--- config.mk ---
export PLATFORM = sky130hd
export DESIGN_NAME = ecgfc_delay_mem
export DESIGN_NICKNAME = d
export VERILOG_FILES = /design/src/hw/rtl/ecgfc_pkg.sv /design/src/hw/rtl/ecgfc_delay_mem.sv
export SDC_FILE = /design/constraint.sdc
export NUM_CORES = 2
export LEC_CHECK = 0
export BUFFER_PORTS_ARGS = -buffer_cell sky130_fd_sc_hd__buf_2
export CORE_AREA = 10 10 717 719
export CTS_CLUSTER_DIAMETER = 50
export DETAILED_ROUTE_END_ITERATION = 10
export DIE_AREA = 0 0 727 729
export GPL_TIMING_DRIVEN = 0
export PLACE_DENSITY_LB_ADDON = 0.3
export SYNTH_ARGS = -nofsm -noshare
export SYNTH_HDL_FRONTEND = slang
export SYNTH_SLANG_ARGS = --single-unit
export TNS_END_PERCENT = 10
--- constraint.sdc ---
create_clock -name i_clk -period 4.9 [get_ports i_clk]
set_input_delay 0.49 -clock i_clk [delete_from_list [all_inputs] [get_ports i_clk]]
set_output_delay 0.49 -clock i_clk [all_outputs]
set_load 0.05 [all_outputs]
--- src/hw/rtl/ecgfc_pkg.sv ---
// Shared constants, types and coefficient tables of the ECG filter chain.
`default_nettype none
package ecgfc_pkg;

    localparam int LOWPASS_TAPS  = 41;
    localparam int HIGHPASS_TAPS = 101;
    localparam int AVERAGE_TAPS  = 20;
    localparam int NOTCH_TAPS    = 5;
    localparam int SAMPLE_BITS   = 12;

    localparam int VAL_W  = 24;
    localparam int COEF_W = 18;
    localparam int ACC_W  = 48;
    localparam int FRAC_W = 8;
    localparam int PROD_W = VAL_W + COEF_W;

    localparam int MAX_TAPS = (HIGHPASS_TAPS > LOWPASS_TAPS) ?
        ((HIGHPASS_TAPS > AVERAGE_TAPS) ? HIGHPASS_TAPS : AVERAGE_TAPS) :
        ((LOWPASS_TAPS > AVERAGE_TAPS) ? LOWPASS_TAPS : AVERAGE_TAPS);
    localparam int K_W   = $clog2(MAX_TAPS + 1);
    localparam int SUM_W = PROD_W + K_W + 1;

    localparam int MEM_DEPTH = LOWPASS_TAPS + HIGHPASS_TAPS + AVERAGE_TAPS;
    localparam int MEM_AW    = $clog2(MEM_DEPTH);
    localparam int LP_BASE   = 0;
    localparam int HP_BASE   = LOWPASS_TAPS;
    localparam int AV_BASE   = LOWPASS_TAPS + HIGHPASS_TAPS;

    localparam int AVG_COEF  = (65536 + AVERAGE_TAPS / 2) / AVERAGE_TAPS;
    localparam int MILLI     = 1000;
    localparam int HP_MID    = (HIGHPASS_TAPS - 1) / 2;
    localparam int LP_MID    = (LOWPASS_TAPS - 1) / 2;

    typedef enum logic [2:0] {
        ST_CLEAR, ST_IDLE, ST_WRITE, ST_ISSUE, ST_DRAIN, ST_FINISH, ST_OUT
    } t_state;

    typedef enum logic [2:0] {
        PH_LP, PH_NT, PH_HP, PH_AV, PH_MS
    } t_phase;

    typedef struct packed {
        logic valid;
        logic clear;
    } t_mac_ctl;

    function automatic logic signed [COEF_W-1:0] lp_coef(input logic [K_W-1:0] k);
        logic [K_W-1:0] m;
        logic signed [COEF_W-1:0] c;
        m = (k > K_W'(LP_MID)) ? K_W'(LOWPASS_TAPS - 1) - k : k;
        unique case (m)
            K_W'(1):  c = -18'sd55;
            K_W'(2):  c = 18'sd113;
            K_W'(3):  c = -18'sd152;
            K_W'(4):  c = 18'sd129;
            K_W'(6):  c = -18'sd236;
            K_W'(7):  c = 18'sd506;
            K_W'(8):  c = -18'sd658;
            K_W'(9):  c = 18'sd522;
            K_W'(11): c = -18'sd834;
            K_W'(12): c = 18'sd1692;
            K_W'(13): c = -18'sd2123;
            K_W'(14): c = 18'sd1657;
            K_W'(16): c = -18'sd2797;
            K_W'(17): c = 18'sd6284;
            K_W'(18): c = -18'sd9700;
            K_W'(19): c = 18'sd12197;
            K_W'(20): c = 18'sd52450;
            default:  c = '0;
        endcase
        return c;
    endfunction

    function automatic logic signed [COEF_W-1:0] hp_coef(input logic [K_W-1:0] k);
        logic [K_W-1:0] m;
        logic signed [COEF_W-1:0] c;
        m = (k > K_W'(HP_MID)) ? K_W'(HIGHPASS_TAPS - 1) - k : k;
        unique case (m)
            K_W'(0), K_W'(1):   c = -18'sd10;
            K_W'(2), K_W'(3):   c = -18'sd11;
            K_W'(4):  c = -18'sd12;
            K_W'(5):  c = -18'sd13;
            K_W'(6):  c = -18'sd15;
            K_W'(7):  c = -18'sd16;
            K_W'(8):  c = -18'sd18;
            K_W'(9):  c = -18'sd20;
            K_W'(10): c = -18'sd22;
            K_W'(11): c = -18'sd24;
            K_W'(12): c = -18'sd27;
            K_W'(13): c = -18'sd29;
            K_W'(14): c = -18'sd32;
            K_W'(15): c = -18'sd35;
            K_W'(16): c = -18'sd38;
            K_W'(17): c = -18'sd41;
            K_W'(18): c = -18'sd45;
            K_W'(19): c = -18'sd48;
            K_W'(20): c = -18'sd52;
            K_W'(21): c = -18'sd55;
            K_W'(22): c = -18'sd59;
            K_W'(23): c = -18'sd63;
            K_W'(24): c = -18'sd67;
            K_W'(25): c = -18'sd70;
            K_W'(26): c = -18'sd74;
            K_W'(27): c = -18'sd78;
            K_W'(28): c = -18'sd82;
            K_W'(29): c = -18'sd86;
            K_W'(30): c = -18'sd89;
            K_W'(31): c = -18'sd93;
            K_W'(32): c = -18'sd96;
            K_W'(33): c = -18'sd100;
            K_W'(34): c = -18'sd103;
            K_W'(35): c = -18'sd106;
            K_W'(36): c = -18'sd109;
            K_W'(37): c = -18'sd112;
            K_W'(38): c = -18'sd115;
            K_W'(39): c = -18'sd117;
            K_W'(40): c = -18'sd119;
            K_W'(41): c = -18'sd122;
            K_W'(42): c = -18'sd124;
            K_W'(43): c = -18'sd125;
            K_W'(44): c = -18'sd127;
            K_W'(45): c = -18'sd128;
            K_W'(46): c = -18'sd129;
            K_W'(47): c = -18'sd130;
            K_W'(48), K_W'(49): c = -18'sd131;
            K_W'(50): c = 18'sd65415;
            default:  c = '0;
        endcase
        return c;
    endfunction

    function automatic logic signed [COEF_W-1:0] notch_coef(input logic [K_W-1:0] k);
        logic signed [COEF_W-1:0] c;
        unique case (k)
            K_W'(0): c = 18'sd65025;
            K_W'(1): c = -18'sd105213;
            K_W'(2): c = 18'sd65025;
            K_W'(3): c = 18'sd105304;
            K_W'(4): c = -18'sd64627;
            default: c = '0;
        endcase
        return c;
    endfunction

    // clamp to 48 bits, round half up, drop 16 bits, clamp to 24 bits
    function automatic logic signed [VAL_W-1:0] stage_round(
        input logic signed [SUM_W-1:0] acc
    );
        logic signed [ACC_W:0]    s;
        logic signed [ACC_W-16:0] q;
        logic signed [VAL_W-1:0]  r;
        if ((&acc[SUM_W-1:ACC_W-1]) || !(|acc[SUM_W-1:ACC_W-1]))
            s = (ACC_W+1)'(acc);
        else if (acc[SUM_W-1])
            s = {2'b11, {(ACC_W-1){1'b0}}};
        else
            s = {2'b00, {(ACC_W-1){1'b1}}};
        s = s + (ACC_W+1)'(32768);
        q = s[ACC_W:16];
        if ((&q[ACC_W-16:VAL_W-1]) || !(|q[ACC_W-16:VAL_W-1]))
            r = q[VAL_W-1:0];
        else
            r = q[ACC_W-16] ? {1'b1, {(VAL_W-1){1'b0}}} : {1'b0, {(VAL_W-1){1'b1}}};
        return r;
    endfunction

    // divide by 256 toward zero, clamp to 24 bits
    function automatic logic signed [VAL_W-1:0] milli_round(
        input logic signed [SUM_W-1:0] acc
    );
        logic signed [SUM_W-1:0] t;
        logic signed [VAL_W-1:0] r;
        t = acc >>> FRAC_W;
        if (acc[SUM_W-1] && (|acc[FRAC_W-1:0]))
            t = t + SUM_W'(1);
        if ((&t[SUM_W-1:VAL_W-1]) || !(|t[SUM_W-1:VAL_W-1]))
            r = t[VAL_W-1:0];
        else
            r = t[SUM_W-1] ? {1'b1, {(VAL_W-1){1'b0}}} : {1'b0, {(VAL_W-1){1'b1}}};
        return r;
    endfunction

endpackage
`default_nettype wire

--- src/hw/rtl/ecgfc_delay_mem.sv ---
// Delay-line memory holding all three FIR histories, one write and one read port.
`default_nettype none
module ecgfc_delay_mem (
    input  wire                               i_clk,
    input  wire                               i_we,
    input  wire [ecgfc_pkg::MEM_AW-1:0]       i_waddr,
    input  wire signed [ecgfc_pkg::VAL_W-1:0] i_wdata,
    input  wire [ecgfc_pkg::MEM_AW-1:0]       i_raddr,
    output logic signed [ecgfc_pkg::VAL_W-1:0] o_rdata
);
    import ecgfc_pkg::*;

    logic signed [VAL_W-1:0] r_mem [MEM_DEPTH];
    logic signed [VAL_W-1:0] r_rdata;

    always_ff @(posedge i_clk) begin
        if (i_we) begin
            r_mem[i_waddr] <= i_wdata;
        end
    end

    always_ff @(posedge i_clk) begin
        r_rdata <= r_mem[i_raddr];
    end

    assign o_rdata = r_rdata;
endmodule
`default_nettype wire

# --- Word-level counts from Yosys, hierarchy flattened ---
# Memory sizes are Yosys's and may differ from the RTL's. A register that Yosys moved wholly into a read port is not among the register bits.
# Cells that the tools add are included.
word_totals:
  ff_bits: 0
  mem_bits_rw: 3888
  inputBits: 42
  wordCells: 3
  mem_count: 1
classes:
  mux: 2
mem_list:
  columns: ["memory", "depth", "word_bits", "read_ports", "rd_clocked_by_memory_dff", "wr", "line", "source"]
  rows:
  - ["r_mem", 162, 24, 1, 1, 1, "ecgfc_delay_mem.sv:13", "logic signed [VAL_W-1:0] r_mem [MEM_DEPTH];"]
ops:
  columns: ["cell", "count"]
  rows:
  - ["$mux W1", 2]

# --- Longest topological paths before layout ---
depth:
  ltp_word: 2
  mapped_depth: 13
  depth_no_buf: 6

# --- Worst setup path after synthesis ---
# OpenSTA, ideal clock, no wires.
synth_timing:
  path_kind: "in2reg"
  startpoint: "in i_waddr[6] (netlist name)"
  endpoint: "mem r_mem[76][0] (enable)"
  setup_ps: 466
  t_arrival_ps: 3368
  required_ps: 4434
  setup_slack_ps: 1066
  stages: 3
  n_path_buf: 0
  path_cell_list: "nor2b_1 nand3_1 nor4_1"
synth_lines:
  columns: ["element", "line", "source"]
  rows:
  - ["start: declaration", "ecgfc_delay_mem.sv:6", "input wire [ecgfc_pkg::MEM_AW-1:0] i_waddr,"]
  - ["end: declaration", "ecgfc_delay_mem.sv:13", null]
# No word-level cell before the write port.

==> metrics <==
vias in the first global route 75,779; failing checks max-capacitance violations, max-slew violations, negative setup slack; multi-input combinational cell area 31,060 um2; largest cells by area after synthesis edfxtp_1 (78%), mux4_2 (14%), mux2i_1 (0.98%); share of synthesized registers carrying an async set or reset 0%; row cnt 260; Seq. cell area 117,200 um2; Int Power 55.65 mW; Hold Path Class input pin to register; crit-path cells buf_2 -> buf_2 -> buf_2 -> buf_4 -> buf_1 -> mux4_2 -> a22oi_1 -> a21oi_1 -> nor3_1 -> nand4_1; core area ~500,000 um2; Die W roughly 730 um; largest family of logic cells by synthesized area multiplexers; Sw Share 22.50%; Mapped Avg Cell Area 22.60 um2; clock root buffer clkbuf_16; ratio of final minimum period to clock period 102.1%; Leak around 54 nW; Routed WL per cell 33.46 um; # clock sinks 3,912; Worst setup SP type input pin; Post-Synth XOR/XNOR Area 0%; Slew HR -8.850%; Initial Util 29.91%; Die ar. 530,000 um2; CTS buffer count 417; initial antenna violation count 70; Seq/Total Area, Yosys slightly below 80%; Combinational Power Share 5.5%; routability cong. around 0.9; commonest non-fill, non-tap cell in the layout edfxtp_1; Peak VDD IR 0.0003390 V; total setup buffers inserted after CTS 0; DR iter-0 viols 11,990; Pre-antenna DRT Iters 6; Slew @ Worst Pin between 1.5 and 2 ns; crit path kind input pin to register; Critical Path RT around 5.5 ns; crit-path max cell delay 0.84 ns; fin. max-slew vios 64; Post-Layout Cell Count 14,394; Post-synth top flop edfxtp_1; flop-to-flop setup slack 0.99 ns; die height ~730 um; first-pass GRT wire length 649,700 um; sequential cell fraction of total power roughly 50%; final setup TNS -0.1026 ns; I/O Pins 66; Post-synth EDFFs roughly 3,900; Synth Instances 6,614; Layout area overhead 18.63%; pin count of the biggest net entering global routing 137; P per Cell Area 405.0 nW/um2; clock power share around 43%; mapped cell area 149,500 um2; via count 76,838; Cells after DPL between 10,000 and 15,000; yosys warns 0; WL final 481,600 um; Period minus WS final 5.003 ns; # setup viols final 1; layout cells sized above 1 29.52%; RSZ-0062 raised after global routing no; flops & latches, synth roughly 3,900; Yosys top cell area share 78.12%; Final WS setup -0.1026 ns; Post-route DRC 0; Synth area leader edfxtp_1; critical-path maximum fanout 10; Clock Latency Late Sink between 1 and 1.5 ns; hpwl dp 322,000 um; total grt overflow 0; Synth Area in Simple Gates between 2 and 2.5%; clock transition at the registers of the reported paths roughly 0.060 ns; NumNets Final 7,372; max-cap check violation count 11; Critical Path AT about 5.6 ns; library cells used by synthesis 54; CP endpoint kind register; adder-cell share of the synthesized area 0%; mux contribution to synthesized area 15.29%; Fin Clk Skew 0.07640 ns; number of vias per cell about 5.3; Mapped Nets 6,656; Compound-Gate Fraction of Synth Area under 10%; I/O Buffers 61; Hold Vio Cnt, Final 0; Critical Path Most Common Cell buf_2; GRT Resource Usage Total 17.55%; most frequent cells in the layout edfxtp_1 (3,888), mux4_2 (898), clkbuf_16 (423), clkbuf_1 (228), nor2_4 (154); H-tree Lvls 5; antenna-violating nets left 0; switching power 16.16 mW; status finished with violations; Critical-path top delay cell nor3_1; CTS max path bufs 4; # fillers 45,864; Max Fclk 199.9 MHz; CTS tree built
==> worst max-delay path, delay by kind of cell <==
kind | cells | cell delay (ns)
simple gates | 2 | 1.52
mux | 1 | 0.44
buf+inv | 5 | 2.46
compound gates | 2 | 0.67
==> sequential cells by signal, indices dropped and copies added, names as in the netlist <==
register / flops
o_rdata: 24
r_mem: 3888
==> cells in the mapped netlist (all sizes together), types with 16 or more instances <==
cell type  number
mux2i         146
o22ai          80
a21oi          53
nor2b          31
a211oi         23
o41ai          16
clkbuf        142
nand3         153
nand4          67
o21ai          58
mux4          898
o221ai         16
dfxtp          24
a22o           72
nor3           32
buf           241
nor2          190
a221oi         97
nand2         131
a22oi          88
edfxtp       3888
mux2          103
==> power by group through the flow <==
stage          clock [mW]  sequential [mW]  combinational [mW]
4_1_cts              31.3             36.9                3.94
2_1_floorplan           0             37.7                1.69
3_3_place_gp            0             37.7                3.69
6_report             30.9             36.9                3.97
5_1_grt              32.7             36.9                4.07
3_5_place_dp            0             37.6                3.91
==> cell families after synthesis <==
group           after synthesis
simple gates                642
buf+inv                     386
flops                      3912
compound gates              527
mux                        1147
==> per-layer routing <==
layer	GRT usage, %	up-vias	wire length [um]
met2	27.18	4385	218300
met1	23.45	41659	188500
li1	-	29886	-
met3	5.059	884	52950
met4	6.653	24	21230
met5	0	-	694
==> area by class of cell <==
| type | instances | area share (%) |
|---|---|---|
| Antenna cell | 48 | 0.06775 |
| Buffer | 383 | 1.392 |
| Clock buffer | 518 | 6.211 |
| Clock inverter | 236 | 1.284 |
| Inverter | 3 | 0.006351 |
| Multi-Input combinational cell | 2316 | 17.52 |
| Sequential cell | 3912 | 66.12 |
| Tap cell | 6681 | 4.715 |
| Timing Repair Buffer | 297 | 2.686 |
==> worst paths after layout <==
kind                            from                 endpoint  depth (start not counted)
min reg2reg  r_mem[161][2]$_DFFE_PP_       o_rdata[2]$_DFF_P_                          5
max                       i_raddr[1]      o_rdata[10]$_DFF_P_                         10
max reg2reg   r_mem[9][22]$_DFFE_PP_      o_rdata[22]$_DFF_P_                          7
min                      i_wdata[18]  r_mem[22][18]$_DFFE_PP_                          1
==> timing repair <==
| action | in CTS | in global routing |
|---|---|---|
| cloned | 0 | 0 |
| hold endpoints to repair | 798 | 0 |
| setup endpoints to repair | 10 | 3 |
| hold buffers | 25 | 0 |
| gates resized for setup | 8 | 4 |
==> per-stage QoR <==
step           power, mW  utilization, %  cell area (um2)  setup slack [ns]  hold slack, ns
6_report           71.81           35.48           177300           -0.1026         0.03062
5_1_grt            73.67           35.46           177200           0.09108         0.05601
4_1_cts            72.18           35.45           177100          -0.05085        0.007462
3_5_place_dp       41.55           32.74           163600            -1.752          0.8553
3_3_place_gp       41.42           31.64           158100            -2.530          0.8646
2_1_floorplan      39.41               -           149500             1.066          0.5889
(Power assumes the default switching activity.)
