**src/hw/rtl/ecgfc_pkg.sv**
```systemverilog
// Shared constants, types and coefficient tables of the ECG filter chain.
`default_nettype none
package ecgfc_pkg;

    localparam int LOWPASS_TAPS  = 41;
    localparam int HIGHPASS_TAPS = 101;
    localparam int AVERAGE_TAPS  = 20;
    localparam int NOTCH_TAPS    = 5;
    localparam int SAMPLE_BITS   = 12;

    localparam int VAL_W  = 24;
    localparam int COEF_W = 18;
    localparam int ACC_W  = 48;
    localparam int FRAC_W = 8;
    localparam int PROD_W = VAL_W + COEF_W;

    localparam int MAX_TAPS = (HIGHPASS_TAPS > LOWPASS_TAPS) ?
        ((HIGHPASS_TAPS > AVERAGE_TAPS) ? HIGHPASS_TAPS : AVERAGE_TAPS) :
        ((LOWPASS_TAPS > AVERAGE_TAPS) ? LOWPASS_TAPS : AVERAGE_TAPS);
    localparam int K_W   = $clog2(MAX_TAPS + 1);
    localparam int SUM_W = PROD_W + K_W + 1;

    localparam int MEM_DEPTH = LOWPASS_TAPS + HIGHPASS_TAPS + AVERAGE_TAPS;
    localparam int MEM_AW    = $clog2(MEM_DEPTH);
    localparam int LP_BASE   = 0;
    localparam int HP_BASE   = LOWPASS_TAPS;
    localparam int AV_BASE   = LOWPASS_TAPS + HIGHPASS_TAPS;

    localparam int AVG_COEF  = (65536 + AVERAGE_TAPS / 2) / AVERAGE_TAPS;
    localparam int MILLI     = 1000;
    localparam int HP_MID    = (HIGHPASS_TAPS - 1) / 2;
    localparam int LP_MID    = (LOWPASS_TAPS - 1) / 2;

    typedef enum logic [2:0] {
        ST_CLEAR, ST_IDLE, ST_WRITE, ST_ISSUE, ST_DRAIN, ST_FINISH, ST_OUT
    } t_state;

    typedef enum logic [2:0] {
        PH_LP, PH_NT, PH_HP, PH_AV, PH_MS
    } t_phase;

    typedef struct packed {
        logic valid;
        logic clear;
    } t_mac_ctl;

    function automatic logic signed [COEF_W-1:0] lp_coef(input logic [K_W-1:0] k);
        logic [K_W-1:0] m;
        logic signed [COEF_W-1:0] c;
        m = (k > K_W'(LP_MID)) ? K_W'(LOWPASS_TAPS - 1) - k : k;
        unique case (m)
            K_W'(1):  c = -18'sd55;
            K_W'(2):  c = 18'sd113;
            K_W'(3):  c = -18'sd152;
            K_W'(4):  c = 18'sd129;
            K_W'(6):  c = -18'sd236;
            K_W'(7):  c = 18'sd506;
            K_W'(8):  c = -18'sd658;
            K_W'(9):  c = 18'sd522;
            K_W'(11): c = -18'sd834;
            K_W'(12): c = 18'sd1692;
            K_W'(13): c = -18'sd2123;
            K_W'(14): c = 18'sd1657;
            K_W'(16): c = -18'sd2797;
            K_W'(17): c = 18'sd6284;
            K_W'(18): c = -18'sd9700;
            K_W'(19): c = 18'sd12197;
            K_W'(20): c = 18'sd52450;
            default:  c = '0;
        endcase
        return c;
    endfunction

    function automatic logic signed [COEF_W-1:0] hp_coef(input logic [K_W-1:0] k);
        logic [K_W-1:0] m;
        logic signed [COEF_W-1:0] c;
        m = (k > K_W'(HP_MID)) ? K_W'(HIGHPASS_TAPS - 1) - k : k;
        unique case (m)
            K_W'(0), K_W'(1):   c = -18'sd10;
            K_W'(2), K_W'(3):   c = -18'sd11;
            K_W'(4):  c = -18'sd12;
            K_W'(5):  c = -18'sd13;
            K_W'(6):  c = -18'sd15;
            K_W'(7):  c = -18'sd16;
            K_W'(8):  c = -18'sd18;
            K_W'(9):  c = -18'sd20;
            K_W'(10): c = -18'sd22;
            K_W'(11): c = -18'sd24;
            K_W'(12): c = -18'sd27;
            K_W'(13): c = -18'sd29;
            K_W'(14): c = -18'sd32;
            K_W'(15): c = -18'sd35;
            K_W'(16): c = -18'sd38;
            K_W'(17): c = -18'sd41;
            K_W'(18): c = -18'sd45;
            K_W'(19): c = -18'sd48;
            K_W'(20): c = -18'sd52;
            K_W'(21): c = -18'sd55;
            K_W'(22): c = -18'sd59;
            K_W'(23): c = -18'sd63;
            K_W'(24): c = -18'sd67;
            K_W'(25): c = -18'sd70;
            K_W'(26): c = -18'sd74;
            K_W'(27): c = -18'sd78;
            K_W'(28): c = -18'sd82;
            K_W'(29): c = -18'sd86;
            K_W'(30): c = -18'sd89;
            K_W'(31): c = -18'sd93;
            K_W'(32): c = -18'sd96;
            K_W'(33): c = -18'sd100;
            K_W'(34): c = -18'sd103;
            K_W'(35): c = -18'sd106;
            K_W'(36): c = -18'sd109;
            K_W'(37): c = -18'sd112;
            K_W'(38): c = -18'sd115;
            K_W'(39): c = -18'sd117;
            K_W'(40): c = -18'sd119;
            K_W'(41): c = -18'sd122;
            K_W'(42): c = -18'sd124;
            K_W'(43): c = -18'sd125;
            K_W'(44): c = -18'sd127;
            K_W'(45): c = -18'sd128;
            K_W'(46): c = -18'sd129;
            K_W'(47): c = -18'sd130;
            K_W'(48), K_W'(49): c = -18'sd131;
            K_W'(50): c = 18'sd65415;
            default:  c = '0;
        endcase
        return c;
    endfunction

    function automatic logic signed [COEF_W-1:0] notch_coef(input logic [K_W-1:0] k);
        logic signed [COEF_W-1:0] c;
        unique case (k)
            K_W'(0): c = 18'sd65025;
            K_W'(1): c = -18'sd105213;
            K_W'(2): c = 18'sd65025;
            K_W'(3): c = 18'sd105304;
            K_W'(4): c = -18'sd64627;
            default: c = '0;
        endcase
        return c;
    endfunction

    // clamp to 48 bits, round half up, drop 16 bits, clamp to 24 bits
    function automatic logic signed [VAL_W-1:0] stage_round(
        input logic signed [SUM_W-1:0] acc
    );
        logic signed [ACC_W:0]    s;
        logic signed [ACC_W-16:0] q;
        logic signed [VAL_W-1:0]  r;
        if ((&acc[SUM_W-1:ACC_W-1]) || !(|acc[SUM_W-1:ACC_W-1]))
            s = (ACC_W+1)'(acc);
        else if (acc[SUM_W-1])
            s = {2'b11, {(ACC_W-1){1'b0}}};
        else
            s = {2'b00, {(ACC_W-1){1'b1}}};
        s = s + (ACC_W+1)'(32768);
        q = s[ACC_W:16];
        if ((&q[ACC_W-16:VAL_W-1]) || !(|q[ACC_W-16:VAL_W-1]))
            r = q[VAL_W-1:0];
        else
            r = q[ACC_W-16] ? {1'b1, {(VAL_W-1){1'b0}}} : {1'b0, {(VAL_W-1){1'b1}}};
        return r;
    endfunction

    // divide by 256 toward zero, clamp to 24 bits
    function automatic logic signed [VAL_W-1:0] milli_round(
        input logic signed [SUM_W-1:0] acc
    );
        logic signed [SUM_W-1:0] t;
        logic signed [VAL_W-1:0] r;
        t = acc >>> FRAC_W;
        if (acc[SUM_W-1] && (|acc[FRAC_W-1:0]))
            t = t + SUM_W'(1);
        if ((&t[SUM_W-1:VAL_W-1]) || !(|t[SUM_W-1:VAL_W-1]))
            r = t[VAL_W-1:0];
        else
            r = t[SUM_W-1] ? {1'b1, {(VAL_W-1){1'b0}}} : {1'b0, {(VAL_W-1){1'b1}}};
        return r;
    endfunction

endpackage
`default_nettype wire

```
**src/hw/rtl/ecgfc_mac.sv**
```systemverilog
// Shared multiply-accumulate unit: registered product, then wide accumulator.
`default_nettype none
module ecgfc_mac (
    input  wire                             i_clk,
    input  wire                             i_rst_n,
    input  ecgfc_pkg::t_mac_ctl             i_ctl,
    input  wire signed [ecgfc_pkg::VAL_W-1:0]  i_a,
    input  wire signed [ecgfc_pkg::COEF_W-1:0] i_b,
    output logic signed [ecgfc_pkg::SUM_W-1:0] o_acc
);
    import ecgfc_pkg::*;

    logic signed [PROD_W-1:0] r_prod;
    logic                     r_pv;
    logic signed [SUM_W-1:0]  r_acc;

    always_ff @(posedge i_clk) begin
        r_prod <= i_a * i_b;
        if (!i_rst_n) begin
            r_pv  <= 1'b0;
            r_acc <= '0;
        end else begin
            r_pv <= i_ctl.valid;
            if (i_ctl.clear) begin
                r_acc <= '0;
            end else if (r_pv) begin
                r_acc <= r_acc + SUM_W'(r_prod);
            end
        end
    end

    assign o_acc = r_acc;
endmodule
`default_nettype wire

```
**config.mk**
```make
export PLATFORM = sky130hd
export DESIGN_NAME = ecgfc_mac
export DESIGN_NICKNAME = d
export VERILOG_FILES = /design/src/hw/rtl/ecgfc_pkg.sv /design/src/hw/rtl/ecgfc_mac.sv
export SDC_FILE = /design/constraint.sdc
export NUM_CORES = 1
export LEC_CHECK = 0
export BUFFER_PORTS_ARGS = -buffer_cell sky130_fd_sc_hd__buf_2
export CELL_PAD_IN_SITES_DETAIL_PLACEMENT = 1
export CELL_PAD_IN_SITES_GLOBAL_PLACEMENT = 2
export CORE_MARGIN = 4
export CORE_UTILIZATION = 44
export DETAILED_ROUTE_END_ITERATION = 7
export PLACE_DENSITY_LB_ADDON = 0.1
export SETUP_SLACK_MARGIN = 0.4
export SLEW_MARGIN = 10
export SYNTH_ARGS = -nofsm -noshare
export SYNTH_HDL_FRONTEND = slang
export SYNTH_SLANG_ARGS = --single-unit
```
**constraint.sdc**
```tcl
create_clock -name i_clk -period 14.8 [get_ports i_clk]
set_input_delay 0 -clock i_clk [delete_from_list [all_inputs] [get_ports i_clk]]
set_output_delay 0 -clock i_clk [all_outputs]
set_load 0.005 [all_outputs]
```
Word-level counts from Yosys, hierarchy flattened --
Index checks and enable logic that the tools add are counted.
Word-level totals: word-level logic and storage cells 7, bits in registers 93, input bits 46, output and inout port bits 50
Operators by class: reduce and logical (&&, ||, !) cells 1, bitwise operators 1, multiply operators 1, $add $sub $neg 1
Operators with widths (number):
- $add 50x42->50 | 1
- $mul 24x18->42 | 1
- $reduce_or 2->1 | 1
- $not 1->1 | 1

Longest topological paths before layout --
word-level depth 2, depth in mapped cells 25, gate-level depth less buffers 24

Worst setup path after synthesis --
No wires, ideal clock.
path type in2reg, start point input i_a[14] (netlist name), end point register r_prod[41], library setup time 0.072 ns, required time 14.728 ns, path buffers 2, slack 8.915 ns, arrival 5.813 ns, cell stages on the path 25, cell sequence clkbuf_1 clkbuf_1 nand2_1 fa_1 inv_1 fa_1 inv_1 fa_1 inv_1 fa_1 fa_1 inv_1 fa_1 inv_1 ha_1 a21o_1 a21o_1 a21oi_1 o21ai_0 a31oi_1 o31ai_1 a31oi_1 o21ai_0 a21oi_1 xnor2_1
On the way: longest elaborated chain between the ends 1
Ends and longest elaborated chain:
- start: declaration | line ecgfc_mac.sv:7 | input wire signed [ecgfc_pkg::VAL_W-1:0] i_a,
- $mul 24x18->42 | line ecgfc_mac.sv:18 | r_prod <= i_a * i_b;
- end signal: assignment | line ecgfc_mac.sv:18
- end: declaration | line ecgfc_mac.sv:13 | logic signed [PROD_W-1:0] r_prod;
No other way between the ends. A chain may end at the register's enable or synchronous reset.

Final worst setup path --
start point input i_b[17] (netlist name), end point register r_prod[41]
On the way: longest elaborated chain between the ends 1
Ends and longest elaborated chain:
- start: declaration | line ecgfc_mac.sv:8 | input wire signed [ecgfc_pkg::COEF_W-1:0] i_b,
- $mul 24x18->42 | line ecgfc_mac.sv:18
No other way between the ends.

==> impl_results.md <==
- Final net count: 2953
- HP Start: i_ctl[0]
- Met2 GRT Util: 37.4%
- Ys flop type: dfxtp_1
- Max_cap viols: 0
- Max FO, Critical Path: 19
- TritonCTS clock tree: built
- Hold_buf cts: 2
- Clk slew on worst S/H paths: 70 ps
- Post-synth EDFFs: 0
- Crit. Startpoint: i_b[17]
- Final Setup Violations: 0
- FILL cells: 5367
- Synth warnings: 0
- Die Height: 224 µm
- F_max: 0.159 GHz
- Area of the multi-input gates: 16300 µm²
- Initial DRC Count: 829
- Total wire length: 57500 µm
- Initial antenna violation count: 1
- Critical Path RT: 15040 ps
- Die span in x: 224 µm
- Initial Utilization: 44.8%
- Synthesized Nets: 2939
- Final hold violation count: 0
- CTS Root Cell: clkbuf_16
- Vias in the first global route: 17400
- Min-delay worst type: in -> reg
- # IOs: 96
- Num CTS Buffers: 9
- DR DRC count: 0
- Outcome: finished clean
- Gr busiest metal: met2
- Share of cells above drive strength 1: 5.57%
- Clk_skew: 9.52 ps
- Number of buffers inserted by port buffering: 95
- Total gr overflow: 0
- TritonRoute pass-1 iters: 5
- Yosys cell types: 67
- Sequential-to-total area share from yosys stat: 9.11%
- Setup TNS: 0 ps
- Largest net degree at the start of global routing: 62
- First-pass GRT wire length: 95000 µm
- All-Layer GR Usage: 23.8%
- Area Overhead vs Synth: 5.97%
- Detailed Place HPWL: 46600 µm
- Die ar.: 50000 µm²
- #FFs+latches synth: 93
- CORE AREA: 45700 µm²
- Worst skew pair latency: 360 ps
- Post-synth ARST share: 0%
- Max clock buf depth: 2
- Gp weighted congestion: 0.855
- Seq. cell area: 1860 µm²
- CP endpoint kind: flip-flop
- Via Count: 15200
- Max-slew violations: 0
- Met3 Use GR: 3.45%
- Global routing usage on met1: 35.6%
- Gate Count Post-Synth: 2313
- Num Clock Sinks: 93
- Setup bufs post-CTS: 0
- Slew @ Worst Pin: 857 ps
- Max-slew headroom: 42.9%
- Post-Syn Area: 20400 µm²
- Crit path kind: in -> reg
- Vias per cell: 5.20
- Crit path DAT: 6520 ps
- RSZ-0062 raised after global routing: false
- # rows: 78
- Routed Antenna Nets: 0
- Post_cts resized: 0
- CP Launch Type: input port
- Reg-to-reg startpoint: o_acc[0]
- H-tree lvl count: 3
- Post-layout minimum cycle time: 6280 ps
- Final Cycle Share: 42.4%
- DR WL/cell: 19.6 µm
- Syn avg cell area: 8.84 µm²
cells in the mapped netlist, drive strengths merged (2+ instances only):
library cell / n / area [µm²]
a211o: 5 / 43.8
a211oi: 9 / 72.6
a21o: 32 / 240
a21oi: 83 / 419
a221oi: 3 / 26.3
a31o: 2 / 17.5
a31oi: 10 / 62.6
a41oi: 2 / 17.5
and2: 149 / 933
and3: 7 / 43.8
and3b: 2 / 17.5
and4: 4 / 37.5
buf: 7 / 41.3
clkbuf: 90 / 338
dfxtp: 93 / 1860
fa: 426 / 8530
ha: 154 / 1930
inv: 517 / 1940
mux2i: 33 / 330
nand2: 311 / 1170
nand2b: 13 / 81.3
nand3: 17 / 90.1
nand3b: 7 / 52.6
nand4: 15 / 93.8
nor2: 94 / 353
nor2b: 14 / 87.6
nor3: 8 / 40.0
nor3b: 2 / 15.0
nor4b: 4 / 35.0
o211ai: 10 / 75.1
o21a: 9 / 67.6
o21ai: 46 / 230
o21bai: 15 / 113
o22ai: 2 / 12.5
o311a: 2 / 20.0
o311ai: 4 / 42.6
o31ai: 4 / 35.0
or2: 3 / 18.8
or3: 3 / 18.8
xnor2: 65 / 569
xor2: 20 / 175
cells in the final DEF (no fill, tap or decap), types with 12 or more instances in the layout:
master,instances
a21o_1,32
a21oi_1,82
and2_1,148
buf_2,95
dfxtp_1,92
fa_1,426
ha_1,154
inv_1,517
mux2i_1,33
nand2_1,311
nand2b_1,12
nand3_1,16
nand4_1,15
nor2_1,94
nor2b_1,14
o21ai_0,45
o21bai_1,15
xnor2_1,65
xor2_1,20
cells by family (layout without fill, tap and decap cells):
logic type               count (synthesis)  after routing  share of synthesized area, %
AND/OR/NAND/NOR                        656            656                          15.2
buffers and inverters                  615            634                          11.4
adder cells (fa/ha/maj)                580            580                          51.1
AO/OA/AOI/OAI                          251            251                          7.94
flip-flops                              93             93                          9.11
XOR/XNOR                                85             85                          3.64
multiplexers                            33             33                          1.62
other                                    0              1                             0
metal layers:
metal  vias up  part of all wire [%]
met3        40                   5.0
met1      7903                    49
li1       7016                     -
met2       278                    44
met5         -                     0
met4         0                   1.2
critical path, cell delays in order:
cell,delay (ps)
buf_2,260
clkinv_1,690
nor2_1,350
fa_1,460
fa_1,470
fa_1,540
fa_1,450
fa_1,490
inv_1,50
fa_1,470
inv_1,50
ha_1,340
a21o_1,190
a21oi_1,290
o21ai_0,140
a31oi_1,400
o31ai_1,170
a31oi_1,320
o21ai_0,140
a21oi_1,180
xnor2_1,70
per-stage QoR:
step / hold WS (ps) / std cells / utilization, % / cell area [µm²] / setup slack, ps
floorplan: 122 / 2313 / - / 20400 / 8920
global placement: 214 / 2914 / 46.7 / 21300 / 8300
detailed placement: 219 / 2914 / 46.7 / 21300 / 8180
CTS: 115 / 2932 / 47.4 / 21700 / 8560
global route: 151 / 2933 / 47.4 / 21700 / 8160
finish: 135 / 2933 / 47.4 / 21700 / 8520
state kept, by name, summed over array words and instances, names as in the netlist:
signal / cells
r_pv: 1
r_prod: 42
o_acc: 50
cell type report:
| cell class | instances | share of cell area, % |
|---|---|---|
| Inverter | 518 | 8.97 |
| Sequential cell | 93 | 8.60 |
| Antenna cell | 1 | 0.0115 |
| Clock inverter | 6 | 0.439 |
| Multi-Input combinational cell | 1605 | 75.1 |
| Timing Repair Buffer | 100 | 2.39 |
| Tap cell | 600 | 3.46 |
| Clock buffer | 10 | 1.06 |
path summary, 6_finish.rpt:
check	slack, ps	end	cells after the start
setup / recovery	8520	r_prod[41]	21
hold / removal	130	o_acc[42]	4
setup reg to reg	11360	o_acc[48]	13
hold reg to reg	470	o_acc[48]	2
Power is not shown: default switching activity piles up to over one toggle a cycle in this logic, so the estimate is an artifact.
